$ cat config.mk
export PLATFORM = sky130hd
export DESIGN_NAME = hamming_window_pattern_matcher_top
export DESIGN_NICKNAME = d
export VERILOG_FILES = /design/src/hw/rtl/hwpm_pkg.sv /design/src/hw/rtl/hwpm_cell.sv /design/src/hw/rtl/hwpm_report.sv /design/src/hw/rtl/hamming_window_pattern_matcher_top.sv
export SDC_FILE = /design/constraint.sdc
export NUM_CORES = 2
export LEC_CHECK = 0
export BUFFER_PORTS_ARGS = -buffer_cell sky130_fd_sc_hd__buf_2
export CORE_MARGIN = 2
export CORE_UTILIZATION = 30
export DETAILED_ROUTE_END_ITERATION = 8
export PLACE_DENSITY_LB_ADDON = 0.12
export SLEW_MARGIN = 10
export SYNTH_ARGS = -nofsm -noshare
export SYNTH_HDL_FRONTEND = slang
export SYNTH_SLANG_ARGS = --single-unit
$ cat constraint.sdc
create_clock -name clk -period 6.1 [get_ports clk]
set_input_delay 1.22 -clock clk [delete_from_list [all_inputs] [get_ports clk]]
set_output_delay 1.22 -clock clk [all_outputs]
set_load 0.1 [all_outputs]
$ cat src/hw/rtl/hwpm_pkg.sv
package hwpm_pkg;

    // field widths
    localparam int CNT_W  = 7;
    localparam int PIDX_W = 6;
    localparam int BYTE_W = 8;
    localparam int POS_W  = 32;
    localparam int CFG_W  = 7;
    localparam int CIDX_W = 1;

    // largest mismatch count a window counter can hold
    localparam logic [CNT_W-1:0] CNT_MAX = {CNT_W{1'b1}};
    localparam logic [POS_W-1:0] POS_MAX = {POS_W{1'b1}};

    // operation codes
    localparam logic OP_LOAD = 1'b0;
    localparam logic OP_TEXT = 1'b1;

    // configuration register indexes
    localparam logic [CIDX_W-1:0] REG_PATTERN_LENGTH    = 1'b0;
    localparam logic [CIDX_W-1:0] REG_MAX_SUBSTITUTIONS = 1'b1;

    // control broadcast along the cell row
    typedef struct packed {
        logic              text_en;
        logic              clear;
        logic              load_en;
        logic [PIDX_W-1:0] pattern_index;
        logic [BYTE_W-1:0] data_byte;
    } cell_ctl_t;

    // item waiting between the cell row and the report stage
    typedef struct packed {
        logic             full;
        logic [POS_W-1:0] pos;
    } stage_t;

endpackage

$ cat src/hw/rtl/hwpm_cell.sv
module hwpm_cell #(
    parameter int CELL_INDEX = 0
) (
    input  logic                            clk,
    input  logic                            rst_n,
    input  hwpm_pkg::cell_ctl_t             ctl,
    input  logic [hwpm_pkg::CNT_W-1:0]      cnt_in,
    output logic [hwpm_pkg::CNT_W-1:0]      cnt_out
);
    import hwpm_pkg::*;

    logic [BYTE_W-1:0] pat_reg;
    logic [CNT_W-1:0]  sum_reg;
    logic [CNT_W-1:0]  sum_next;
    logic [CNT_W-1:0]  base;
    logic [CNT_W:0]    wide_sum;
    logic              mism;
    logic              wr_hit;

    // pattern byte write for this position
    assign wr_hit = ctl.load_en && (32'(ctl.pattern_index) == 32'(CELL_INDEX));

    always_ff @(posedge clk)
    begin
        if (wr_hit)
        begin
            pat_reg <= ctl.data_byte;
        end
    end

    // add one mismatch to the window count handed over from the left, saturating
    assign base     = ctl.clear ? '0 : cnt_in;
    assign mism     = (pat_reg != ctl.data_byte);
    assign wide_sum = {1'b0, base} + {{CNT_W{1'b0}}, mism};

    always_comb
    begin
        sum_next = sum_reg;
        if (ctl.text_en)
        begin
            sum_next = wide_sum[CNT_W] ? CNT_MAX : wide_sum[CNT_W-1:0];
        end
        else if (ctl.clear)
        begin
            sum_next = '0;
        end
    end

    always_ff @(posedge clk or negedge rst_n)
    begin
        if (!rst_n)
        begin
            sum_reg <= '0;
        end
        else
        begin
            sum_reg <= sum_next;
        end
    end

    assign cnt_out = sum_reg;

endmodule

$ cat src/hw/rtl/hwpm_report.sv
module hwpm_report #(
    parameter int PATTERN_MAX = 64,
    parameter int SEL_W       = 6
) (
    input  logic                          clk,
    input  logic                          rst_n,
    input  logic                          stage_valid,
    input  hwpm_pkg::stage_t              stage,
    input  logic [hwpm_pkg::CNT_W-1:0]    sums [PATTERN_MAX],
    input  logic [SEL_W-1:0]              sel,
    input  logic [hwpm_pkg::CFG_W-1:0]    subst_limit,
    input  logic                          clear_match,
    output logic                          advance,
    output logic                          out_valid,
    input  logic                          out_stall,
    output logic                          window_full,
    output logic                          within_limit,
    output logic [hwpm_pkg::CNT_W-1:0]    mismatch_count,
    output logic [hwpm_pkg::POS_W-1:0]    end_position,
    output logic                          any_match
);
    import hwpm_pkg::*;

    logic             out_valid_reg;
    logic             out_valid_next;
    logic             match_reg;
    logic             match_next;
    logic             full_reg;
    logic             within_reg;
    logic [CNT_W-1:0] count_reg;
    logic [POS_W-1:0] pos_reg;
    logic             any_reg;
    logic [CNT_W-1:0] count;
    logic             in_limit;

    assign advance = stage_valid && (!out_valid_reg || !out_stall);

    // pick the counter of the window that ends here and judge it
    assign count    = stage.full ? sums[sel] : '0;
    assign in_limit = stage.full && (count <= subst_limit);

    always_comb
    begin
        out_valid_next = out_valid_reg;
        if (advance)
        begin
            out_valid_next = 1'b1;
        end
        else if (!out_stall)
        begin
            out_valid_next = 1'b0;
        end
    end

    // sticky match flag, cleared by a new text
    always_comb
    begin
        match_next = match_reg;
        if (clear_match)
        begin
            match_next = 1'b0;
        end
        else if (advance && in_limit)
        begin
            match_next = 1'b1;
        end
    end

    always_ff @(posedge clk or negedge rst_n)
    begin
        if (!rst_n)
        begin
            out_valid_reg <= 1'b0;
            match_reg     <= 1'b0;
        end
        else
        begin
            out_valid_reg <= out_valid_next;
            match_reg     <= match_next;
        end
    end

    // output payload
    always_ff @(posedge clk)
    begin
        if (advance)
        begin
            full_reg   <= stage.full;
            within_reg <= in_limit;
            count_reg  <= count;
            pos_reg    <= stage.pos;
            any_reg    <= match_reg || in_limit;
        end
    end

    assign out_valid      = out_valid_reg;
    assign window_full    = full_reg;
    assign within_limit   = within_reg;
    assign mismatch_count = count_reg;
    assign end_position   = pos_reg;
    assign any_match      = any_reg;

endmodule

$ cat src/hw/rtl/hamming_window_pattern_matcher_top.sv
// Hamming-distance window matcher: approximate matching with substitutions only.
// Input channel (in_valid / in_stall): op 0 writes data_byte into pattern slot
// pattern_index and gives no result; op 1 feeds one text byte and gives one
// result item. text_start clears the window counters, the position and the
// sticky any_match flag before the item is handled.
// Configuration (cfg_we / cfg_index / cfg_data): index 0 pattern_length,
// index 1 substitution limit; write only while the block is idle.
// A text item's result goes through a staging register, then the output register,
// before it is valid on the output channel. Throughput: one item per cycle while
// out_stall lets results go; every window counter sits in its own cell of the row
// and all cells shift together on each text byte.
// When out_stall holds a result, one more item can wait behind it; after that
// in_stall rises until the output register is taken.
// Reset clears all counters, the position, the match flag and both handshake
// registers; pattern_length returns to 1 and the substitution limit to 0. The
// pattern store keeps no reset value and must be loaded before text is fed.
module hamming_window_pattern_matcher_top #(
    parameter int PATTERN_MAX = 64
) (
    input  logic                          clk,
    input  logic                          rst_n,
    input  logic                          cfg_we,
    input  logic [hwpm_pkg::CIDX_W-1:0]   cfg_index,
    input  logic [hwpm_pkg::CFG_W-1:0]    cfg_data,
    input  logic                          in_valid,
    output logic                          in_stall,
    input  logic                          op,
    input  logic [hwpm_pkg::PIDX_W-1:0]   pattern_index,
    input  logic [hwpm_pkg::BYTE_W-1:0]   data_byte,
    input  logic                          text_start,
    output logic                          out_valid,
    input  logic                          out_stall,
    output logic                          window_full,
    output logic                          within_limit,
    output logic [hwpm_pkg::CNT_W-1:0]    mismatch_count,
    output logic [hwpm_pkg::POS_W-1:0]    end_position,
    output logic                          any_match
);
    import hwpm_pkg::*;

    localparam int SEL_W = (PATTERN_MAX > 1) ? $clog2(PATTERN_MAX) : 1;

    logic [CFG_W-1:0] pattern_length_reg;
    logic [CFG_W-1:0] max_subst_reg;
    logic [POS_W-1:0] pos_reg;
    logic [POS_W-1:0] pos_next;
    logic             stage_valid_reg;
    logic             stage_valid_next;
    stage_t           stage_reg;
    logic             advance;
    logic             in_acc;
    logic             text_acc;
    logic [POS_W-1:0] pos_cur;
    logic [31:0]      last_idx;
    logic [SEL_W-1:0] sel;
    cell_ctl_t        ctl;
    logic [CNT_W-1:0] sums [PATTERN_MAX];

    // configuration registers
    always_ff @(posedge clk or negedge rst_n)
    begin
        if (!rst_n)
        begin
            pattern_length_reg <= CFG_W'(1);
            max_subst_reg      <= '0;
        end
        else if (cfg_we)
        begin
            case (cfg_index)
                REG_PATTERN_LENGTH:    pattern_length_reg <= cfg_data;
                REG_MAX_SUBSTITUTIONS: max_subst_reg      <= cfg_data;
                default:               ;
            endcase
        end
    end

    // index of the last pattern byte, clamped to the cell row
    always_comb
    begin
        if (pattern_length_reg == '0)
        begin
            last_idx = 32'd0;
        end
        else if (32'(pattern_length_reg) > 32'(PATTERN_MAX))
        begin
            last_idx = 32'(PATTERN_MAX - 1);
        end
        else
        begin
            last_idx = 32'(pattern_length_reg) - 32'd1;
        end
    end
    assign sel = last_idx[SEL_W-1:0];

    // input handshake: hold off while the staged item cannot move on
    assign in_stall = stage_valid_reg && !advance;
    assign in_acc   = in_valid && !in_stall;
    assign text_acc = in_acc && (op == OP_TEXT);

    // control broadcast to the cells
    assign ctl.text_en       = text_acc;
    assign ctl.clear         = in_acc && text_start;
    assign ctl.load_en       = in_acc && (op == OP_LOAD);
    assign ctl.pattern_index = pattern_index;
    assign ctl.data_byte     = data_byte;

    // row of cells, each handing its count to the right
    for (genvar j = 0; j < PATTERN_MAX; j++)
    begin : g_cell
        if (j == 0)
        begin : g_first
            hwpm_cell #(
                .CELL_INDEX(j)
            ) u_cell (
                .clk    (clk),
                .rst_n  (rst_n),
                .ctl    (ctl),
                .cnt_in ('0),
                .cnt_out(sums[j])
            );
        end
        else
        begin : g_rest
            hwpm_cell #(
                .CELL_INDEX(j)
            ) u_cell (
                .clk    (clk),
                .rst_n  (rst_n),
                .ctl    (ctl),
                .cnt_in (sums[j-1]),
                .cnt_out(sums[j])
            );
        end
    end

    // text position, saturating
    assign pos_cur = text_start ? '0 : pos_reg;

    always_comb
    begin
        pos_next = pos_reg;
        if (text_acc)
        begin
            pos_next = (pos_cur == POS_MAX) ? POS_MAX : pos_cur + POS_W'(1);
        end
        else if (in_acc && text_start)
        begin
            pos_next = '0;
        end
    end

    // staged item waiting for the report stage
    always_comb
    begin
        stage_valid_next = stage_valid_reg;
        if (text_acc)
        begin
            stage_valid_next = 1'b1;
        end
        else if (advance)
        begin
            stage_valid_next = 1'b0;
        end
    end

    always_ff @(posedge clk or negedge rst_n)
    begin
        if (!rst_n)
        begin
            pos_reg         <= '0;
            stage_valid_reg <= 1'b0;
        end
        else
        begin
            pos_reg         <= pos_next;
            stage_valid_reg <= stage_valid_next;
        end
    end

    always_ff @(posedge clk)
    begin
        if (text_acc)
        begin
            stage_reg.full <= (32'(pos_cur) >= last_idx);
            stage_reg.pos  <= pos_cur;
        end
    end

    hwpm_report #(
        .PATTERN_MAX(PATTERN_MAX),
        .SEL_W      (SEL_W)
    ) u_report (
        .clk              (clk),
        .rst_n            (rst_n),
        .stage_valid      (stage_valid_reg),
        .stage            (stage_reg),
        .sums             (sums),
        .sel              (sel),
        .subst_limit      (max_subst_reg),
        .clear_match      (in_acc && text_start),
        .advance          (advance),
        .out_valid        (out_valid),
        .out_stall        (out_stall),
        .window_full      (window_full),
        .within_limit     (within_limit),
        .mismatch_count   (mismatch_count),
        .end_position     (end_position),
        .any_match        (any_match)
    );

endmodule

# Word level (Yosys, flattened, before mapping)
# Cells that the tools add are included.
# word_totals
ff_bits,1084
inputBits,29
# classes
addsub,65
order_cmp,4
n_eq_ne,129
n_mux,207
n_bitwise,3
n_reduce_logical,85
# op_table
cell,n
7-bit two-way mux,194
8-bit != test,64
7-bit by 1-bit adder with 8-bit output,63
"6-bit == test, second input constant",32
32-bit two-way mux,6
"6-bit by 5-bit == test with 1-bit output, second input constant",16
1-bit logical AND,72
"6-bit by 4-bit == test with 1-bit output, second input constant",8
7-bit binary-select mux with 6-bit select,1
"32-bit by 1-bit adder with 32-bit output, second input constant",1
"32-bit == test, second input constant",1
32-bit >= comparator,1
"6-bit by 3-bit == test with 1-bit output, second input constant",4
"6-bit by 2-bit == test with 1-bit output, second input constant",2
"7-bit by 1-bit subtractor with 8-bit output, second input constant",1
"7-bit >= comparator, second input constant",1
"7-bit greater-than comparator, second input constant",1
7-bit less-or-equal comparator,1
7-bit logical NOT,1
6-bit NOT with 7-bit output,1
"6-bit by 1-bit == test with 1-bit output, second input constant",1
6-bit logical NOT,1
1-bit two-way mux,6
2-bit nonzero test,3
5 further kinds,11

# Logic depth before layout (Yosys ltp)
# logic_depth
depth_word,13
mapped_depth,22

# Modules after synthesis
# A second synthesis with hierarchy kept.
# hier_totals
hier_cells,5563
area_unflattened_um2,61831.8
# modules_own_cells
module,n_inst,cells_per_inst,area_per_inst_um2
hwpm_cell (g_cell[17].g_rest.u_cell ...),15,74,805.8
hwpm_cell (g_cell[21].g_rest.u_cell ...),14,73,805.8
hwpm_cell (g_cell[20].g_rest.u_cell ...),10,73,803.3
hwpm_cell (g_cell[16].g_rest.u_cell ...),7,74,803.3
hwpm_report,1,367,5407.7
hamming_window_pattern_matcher_top,1,492,4880.9
hwpm_cell (g_cell[11].g_rest.u_cell ...),5,74,808.3
hwpm_cell (g_cell[10].g_rest.u_cell ...),4,73,808.3
hwpm_cell (g_cell[15].g_rest.u_cell ...),3,73,807.0
hwpm_cell (g_cell[19].g_rest.u_cell ...),2,75,805.8
hwpm_cell (g_cell[52].g_rest.u_cell ...),2,73,800.8
hwpm_cell (g_cell[3].g_rest.u_cell),1,74,807.0
hwpm_cell (g_cell[0].g_first.u_cell),1,73,804.5

# Worst setup path before layout
# No wires, ideal clock.
# synth_path
path_type,register to register
start,reg pattern_length_reg[0]
end,"reg u_report.any_reg, in the netlist u_report.any_match (data pin)"
setup_time_ns,0.262
arrival_ns,4.001
setup_slack_ns,1.837
stages_incl_launch_ff,22
n_path_buf,3
synth_period_minus_slack_ns,4.263
cell_sequence,dfstp_2 inv_1 ha_1 or3b_4 o21ai_2 buf_6 inv_6 buf_4 buf_2 mux2i_1 mux2i_1 o2111ai_1 o221ai_1 or4_1 ha_1 nor2b_1 o21a_1 o21a_1 o211ai_1 a21oi_1 nor2_1 or2_2
# synth_via
elab_chain_cells,11
elab_cells_between_ends,13
# synth_lines
element,line_no,source
from (decl),hamming_window_pattern_matcher_top.sv:43,logic [CFG_W-1:0] pattern_length_reg;
from (signal assigned),hamming_window_pattern_matcher_top.sv:70,REG_PATTERN_LENGTH: pattern_length_reg <= cfg_data;
7-bit by 1-bit subtractor with 8-bit output / 7-bit greater-than comparator (equally long branches),"hamming_window_pattern_matcher_top.sv:90, hamming_window_pattern_matcher_top.sv:84",
32-bit two-way mux,hamming_window_pattern_matcher_top.sv:84,else if (32'(pattern_length_reg) > 32'(PATTERN_MAX))
32-bit two-way mux (*),hamming_window_pattern_matcher_top.sv:80,if (pattern_length_reg == '0)
6-bit NOT with 7-bit output (not written as such) (*),hwpm_report.sv:39,assign count = stage.full ? sums[sel] : '0;
7-bit binary-select mux with 6-bit select (*),hwpm_report.sv:39,
7-bit two-way mux (not written as such) (*) (2 in series),hwpm_report.sv:39,
7-bit two-way mux (*),hwpm_report.sv:39,
named net u_report.count[1],hwpm_report.sv:33,logic [CNT_W-1:0] count;
7-bit less-or-equal comparator (*),hwpm_report.sv:40,assign in_limit = stage.full && (count <= subst_limit);
1-bit logical AND (*),hwpm_report.sv:40,
named net u_report.in_limit,hwpm_report.sv:34,logic in_limit;
1-bit logical OR (*),hwpm_report.sv:92,any_reg <= match_reg || in_limit;
to (signal assigned),hwpm_report.sv:92,
to (decl),hwpm_report.sv:32,logic any_reg;
# Mark *: on every way through the listed nets, which the timed path passes. The rest lies on a longest branch. The select of a mux whose other input is x is not followed.
# A chain may end at the register's enable or synchronous reset.

# Worst setup path in the final report
# Same ends and word-level chain as after synthesis.

==> summary.md <==
### Yosys
- cell area after technology mapping: 56500 µm²
- register bit total from synthesis: 1084
- synthesized netlist net count: 5343
- count of flip-flops with a built-in enable after synthesis: 587
- share of async-settable or async-resettable flops after synthesis: 45.8%
- mean cell area of the mapped netlist: 11.0 µm²
- most area-hungry cell type in the Yosys netlist: edfxtp_1
- fraction of the yosys area taken by sequential cells: 53.2%
- primary flip-flop cell chosen by synthesis mapping: edfxtp_1
- most area-consuming cells after synthesis: edfxtp_1 31%, dfrtp_1 22%, xor2_1 8.9%, a21oi_1 4.5%, ha_1 3.7%
- portion of synthesized cell area occupied by the leading cell type: 31.2%
- Post-Synthesis Cells: 5147
- post-synth cell types: 78
- count of synthesis-stage warnings from yosys: 0

### Routing
- number of detailed-route iterations in the first pass: 5
- via count: 39700
- routed wire length: 173000 µm
- ANT nets after route: 0
- DRC viols: 0
- routed wirelength normalized by instance count: 22.2 µm
- drt via density: 5.10
- violation count after the first detailed-routing iteration: 3149

### GRT
- via count of the first global-routing pass: 39400
- number of antenna violations at the first check in global routing: 14
- largest net degree at the start of global routing: 133
- Congestion Overflow GR: 0
- GRT Overall Usage: 18.0%
- global-route wire length before repair: 264000 µm

### CTS
- CTS H-Tree Depth: 4
- number of buffers inserted by hold repair at cts: 0
- Clk pin slew, worst setup/hold paths: 60 ps
- post-cts sizing count: 0
- TritonCTS clock tree: yes
- total CTS buffers: 136
- clock latency on the worst-skew pair: 780 ps
- clock tree buffer depth: 3
- CTS Root Buffer Type: clkbuf_16
- count of clock tree sinks: 1084
- Setup Fix Bufs, Post-CTS: 0

### Setup path
- terminus of the critical flop-to-flop path: u_report.any_match$_DFFE_PP_
- crit-path max FO: 40
- depth of the most critical reg-to-reg path: 19
- r2r startpoint: pattern_length_reg[0]$_DFFE_PN1P_
- Register-to-Register Setup Slack: 880 ps
- Worst Setup SP: pattern_length_reg[0]$_DFFE_PN1P_
- Data required, critical path: 6630 ps
- nature of the critical path endpoint: flop
- critical path startpoint category: flop
- endpoint of the worst setup timing path: u_report.any_match$_DFFE_PP_
- critical setup path kind: flop to flop
- Critical Path AT: 5750 ps

### Finish
- proportion of layout cells with a drive suffix above 1: 9.60%
- area growth from synthesis to final layout: 14.1%
- max FFs per register: 504
- fill cell count: 18900
- number of cells in the finished layout apart from fillers: 7787
- area of the multi-input gates: 25200 µm²
- sequential cell area: 30100 µm²
- number of nets in the layout: 5378

### Pwr
- leakage power summed over all cells: 0.0242 µW
- part of the total power dissipated in sequential elements: 43.8%
- Comb pwr share: 17.5%
- share of total power in the clock network: 38.6%
- cell internal power dissipation: 14400 µW
- power density over the cells: 321 nW/µm²
- fraction of power spent switching nets: 30.6%
- highest ir drop seen on vdd: 0.247 mV
- Net Switching: 6330 µW

### Timing
- Final Critical Period: 5220 ps
- Worst Hold Margin: 415 ps
- normalized max-slew margin: 31.9%
- final number of hold-violating endpoints: 0
- setup repair after global routing missed its margin: false
- Max Fclk: 192 MHz
- number of pins exceeding their max-slew limit in the final report: 0
- number of setup violations in the final report: 0
- Setup Total Neg Slack: 0 ps
- period utilization: 85.6%
- Max Clock Skew: 28.9 ps
- transition time of the tightest slew-check pin: 1020 ps

### Floorplanning
- number of primary I/O pins: 73
- Die Width: 438 µm
- effective utilization at floorplan: 30.2%
- die footprint: 192000 µm²
- vertical die dimension: 438 µm
- standard cell core area: 187000 µm²
- FP Rows: 159

### Place
- placed wire-length estimate: 118000 µm
- total placed cells including tap cells: 7539
- routability congestion estimate from global placement: 0.845
- number of port buffers: 72

### Status
- run status: completed

### Job
- number of maximum-capacitance violations: 0

### Hold path
- type of the tightest min-delay check: flop to flop

[how the worst min path moves through the flow]
stage	start	to	slack (ps)	cells after the start
after floorplan	stage_reg[0]$_DFFE_PP_	u_report.end_position[0]$_DFFE_PP_	400	0
after global placement	stage_reg[4]$_DFFE_PP_	u_report.end_position[4]$_DFFE_PP_	400	0
after detailed placement	stage_reg[15]$_DFFE_PP_	u_report.end_position[15]$_DFFE_PP_	400	0
after CTS	stage_reg[14]$_DFFE_PP_	u_report.end_position[14]$_DFFE_PP_	420	0
after global routing	stage_reg[21]$_DFFE_PP_	u_report.end_position[21]$_DFFE_PP_	420	0
final	stage_reg[14]$_DFFE_PP_	u_report.end_position[14]$_DFFE_PP_	410	0
[stage by stage]
stage	instance area (µm²)	util (%)	total power (µW)	setup WS (ps)
final	64500	34.4	20700	879
after global routing	64500	34.4	21700	551
after detailed placement	60100	32.1	12800	885
after global placement	60100	32.1	12900	885
after floorplan	56500	-	11400	1840
after CTS	64500	34.4	21000	865
[cell type report]
type | count | share of cell area [%]
Clock buffer | 177 | 5.77
Sequential cell | 1084 | 46.6
Inverter | 40 | 0.252
Tap cell | 2495 | 4.84
Clock inverter | 69 | 1.04
Timing Repair Buffer | 176 | 2.33
Antenna cell | 2 | 0.00776
Multi-Input combinational cell | 3744 | 39.1
[layout by cell type, fill, tap and decap left out, drive strengths merged, types with 8 or more instances in the layout]
| cell type | netlist | layout |
|---|---|---|
| bufinv | 0 | 8 |
| or2 | 62 | 62 |
| nand2 | 385 | 385 |
| nor4 | 144 | 144 |
| xnor2 | 192 | 192 |
| and3 | 14 | 14 |
| a22o | 65 | 65 |
| inv | 38 | 45 |
| buf | 70 | 176 |
| o2111ai | 11 | 11 |
| nor2 | 440 | 440 |
| ha | 167 | 167 |
| clkinv | 2 | 53 |
| nor3 | 16 | 16 |
| a32oi | 15 | 15 |
| mux2i | 64 | 64 |
| clkbuf | 209 | 177 |
| o22ai | 9 | 9 |
| o22a | 124 | 124 |
| mux4 | 50 | 50 |
| a21o | 18 | 18 |
| mux2 | 11 | 11 |
| a31oi | 12 | 12 |
| nand3 | 254 | 254 |
| xor2 | 577 | 577 |
| edfxtp | 587 | 587 |
| a22oi | 15 | 15 |
| o211ai | 71 | 71 |
| or4 | 9 | 9 |
| a21oi | 511 | 511 |
| nand4 | 78 | 78 |
| o21ai | 190 | 190 |
| and2 | 129 | 129 |
| dfrtp | 496 | 496 |
| nor2b | 28 | 28 |
[synthesized netlist by cell type (71+ instances only)]
cell type / instances
a21oi_1: 510
and2_1: 129
clkbuf_1: 209
dfrtp_1: 496
edfxtp_1: 587
ha_1: 167
nand2_1: 385
nand3_1: 254
nand4_1: 78
nor2_1: 440
nor4_1: 141
o211ai_1: 71
o21ai_0: 186
o22a_1: 124
xnor2_1: 192
xor2_1: 577
[worst max-delay path, cell delays in order (launching register included)]
cell       delay (ps)
dfstp_2           570
inv_1              70
ha_1              250
or3b_4            270
o21ai_4            80
inv_6             380
buf_12            330
buf_4             300
mux4_2            550
a211oi_1          230
o21ai_0           200
o311ai_0          210
o2111ai_1         260
ha_1              360
o21a_1            120
o21a_1            110
o211ai_1           80
a21oi_1           210
nor2_1             90
or2_2             270
[kinds of logic after synthesis]
logic type | count (synthesis) | synth area share, %
compound gates | 1090 | 11.9
xor+xnor | 769 | 11.9
fa+ha+maj | 167 | 3.70
buf+inv | 319 | 2.31
flops | 1084 | 53.2
mux | 125 | 3.41
other cells | 1 | 0.00663
simple gates | 1592 | 13.6
[per-layer routing]
metal  part of all wire (%)  routed length [µm]  track usage (%)  up-vias
li1                       -                   -                -    18800
met1                     51               87400             27.2    19900
met2                     44               75200             26.9      809
met3                    4.0                6870             2.49      213
met4                    1.9                3230             4.12        6
met5                  0.021                  36                0        -
[power groups by stage]
stage,Clock (µW),Sequential [µW],Combinational [µW]
floorplan,0,8960,2440
global placement,0,9230,3630
detailed placement,0,9200,3640
CTS,8270,9060,3660
global route,8540,9140,4010
finish,7990,9070,3620
Note: power is estimated with default switching activity, not from simulation.
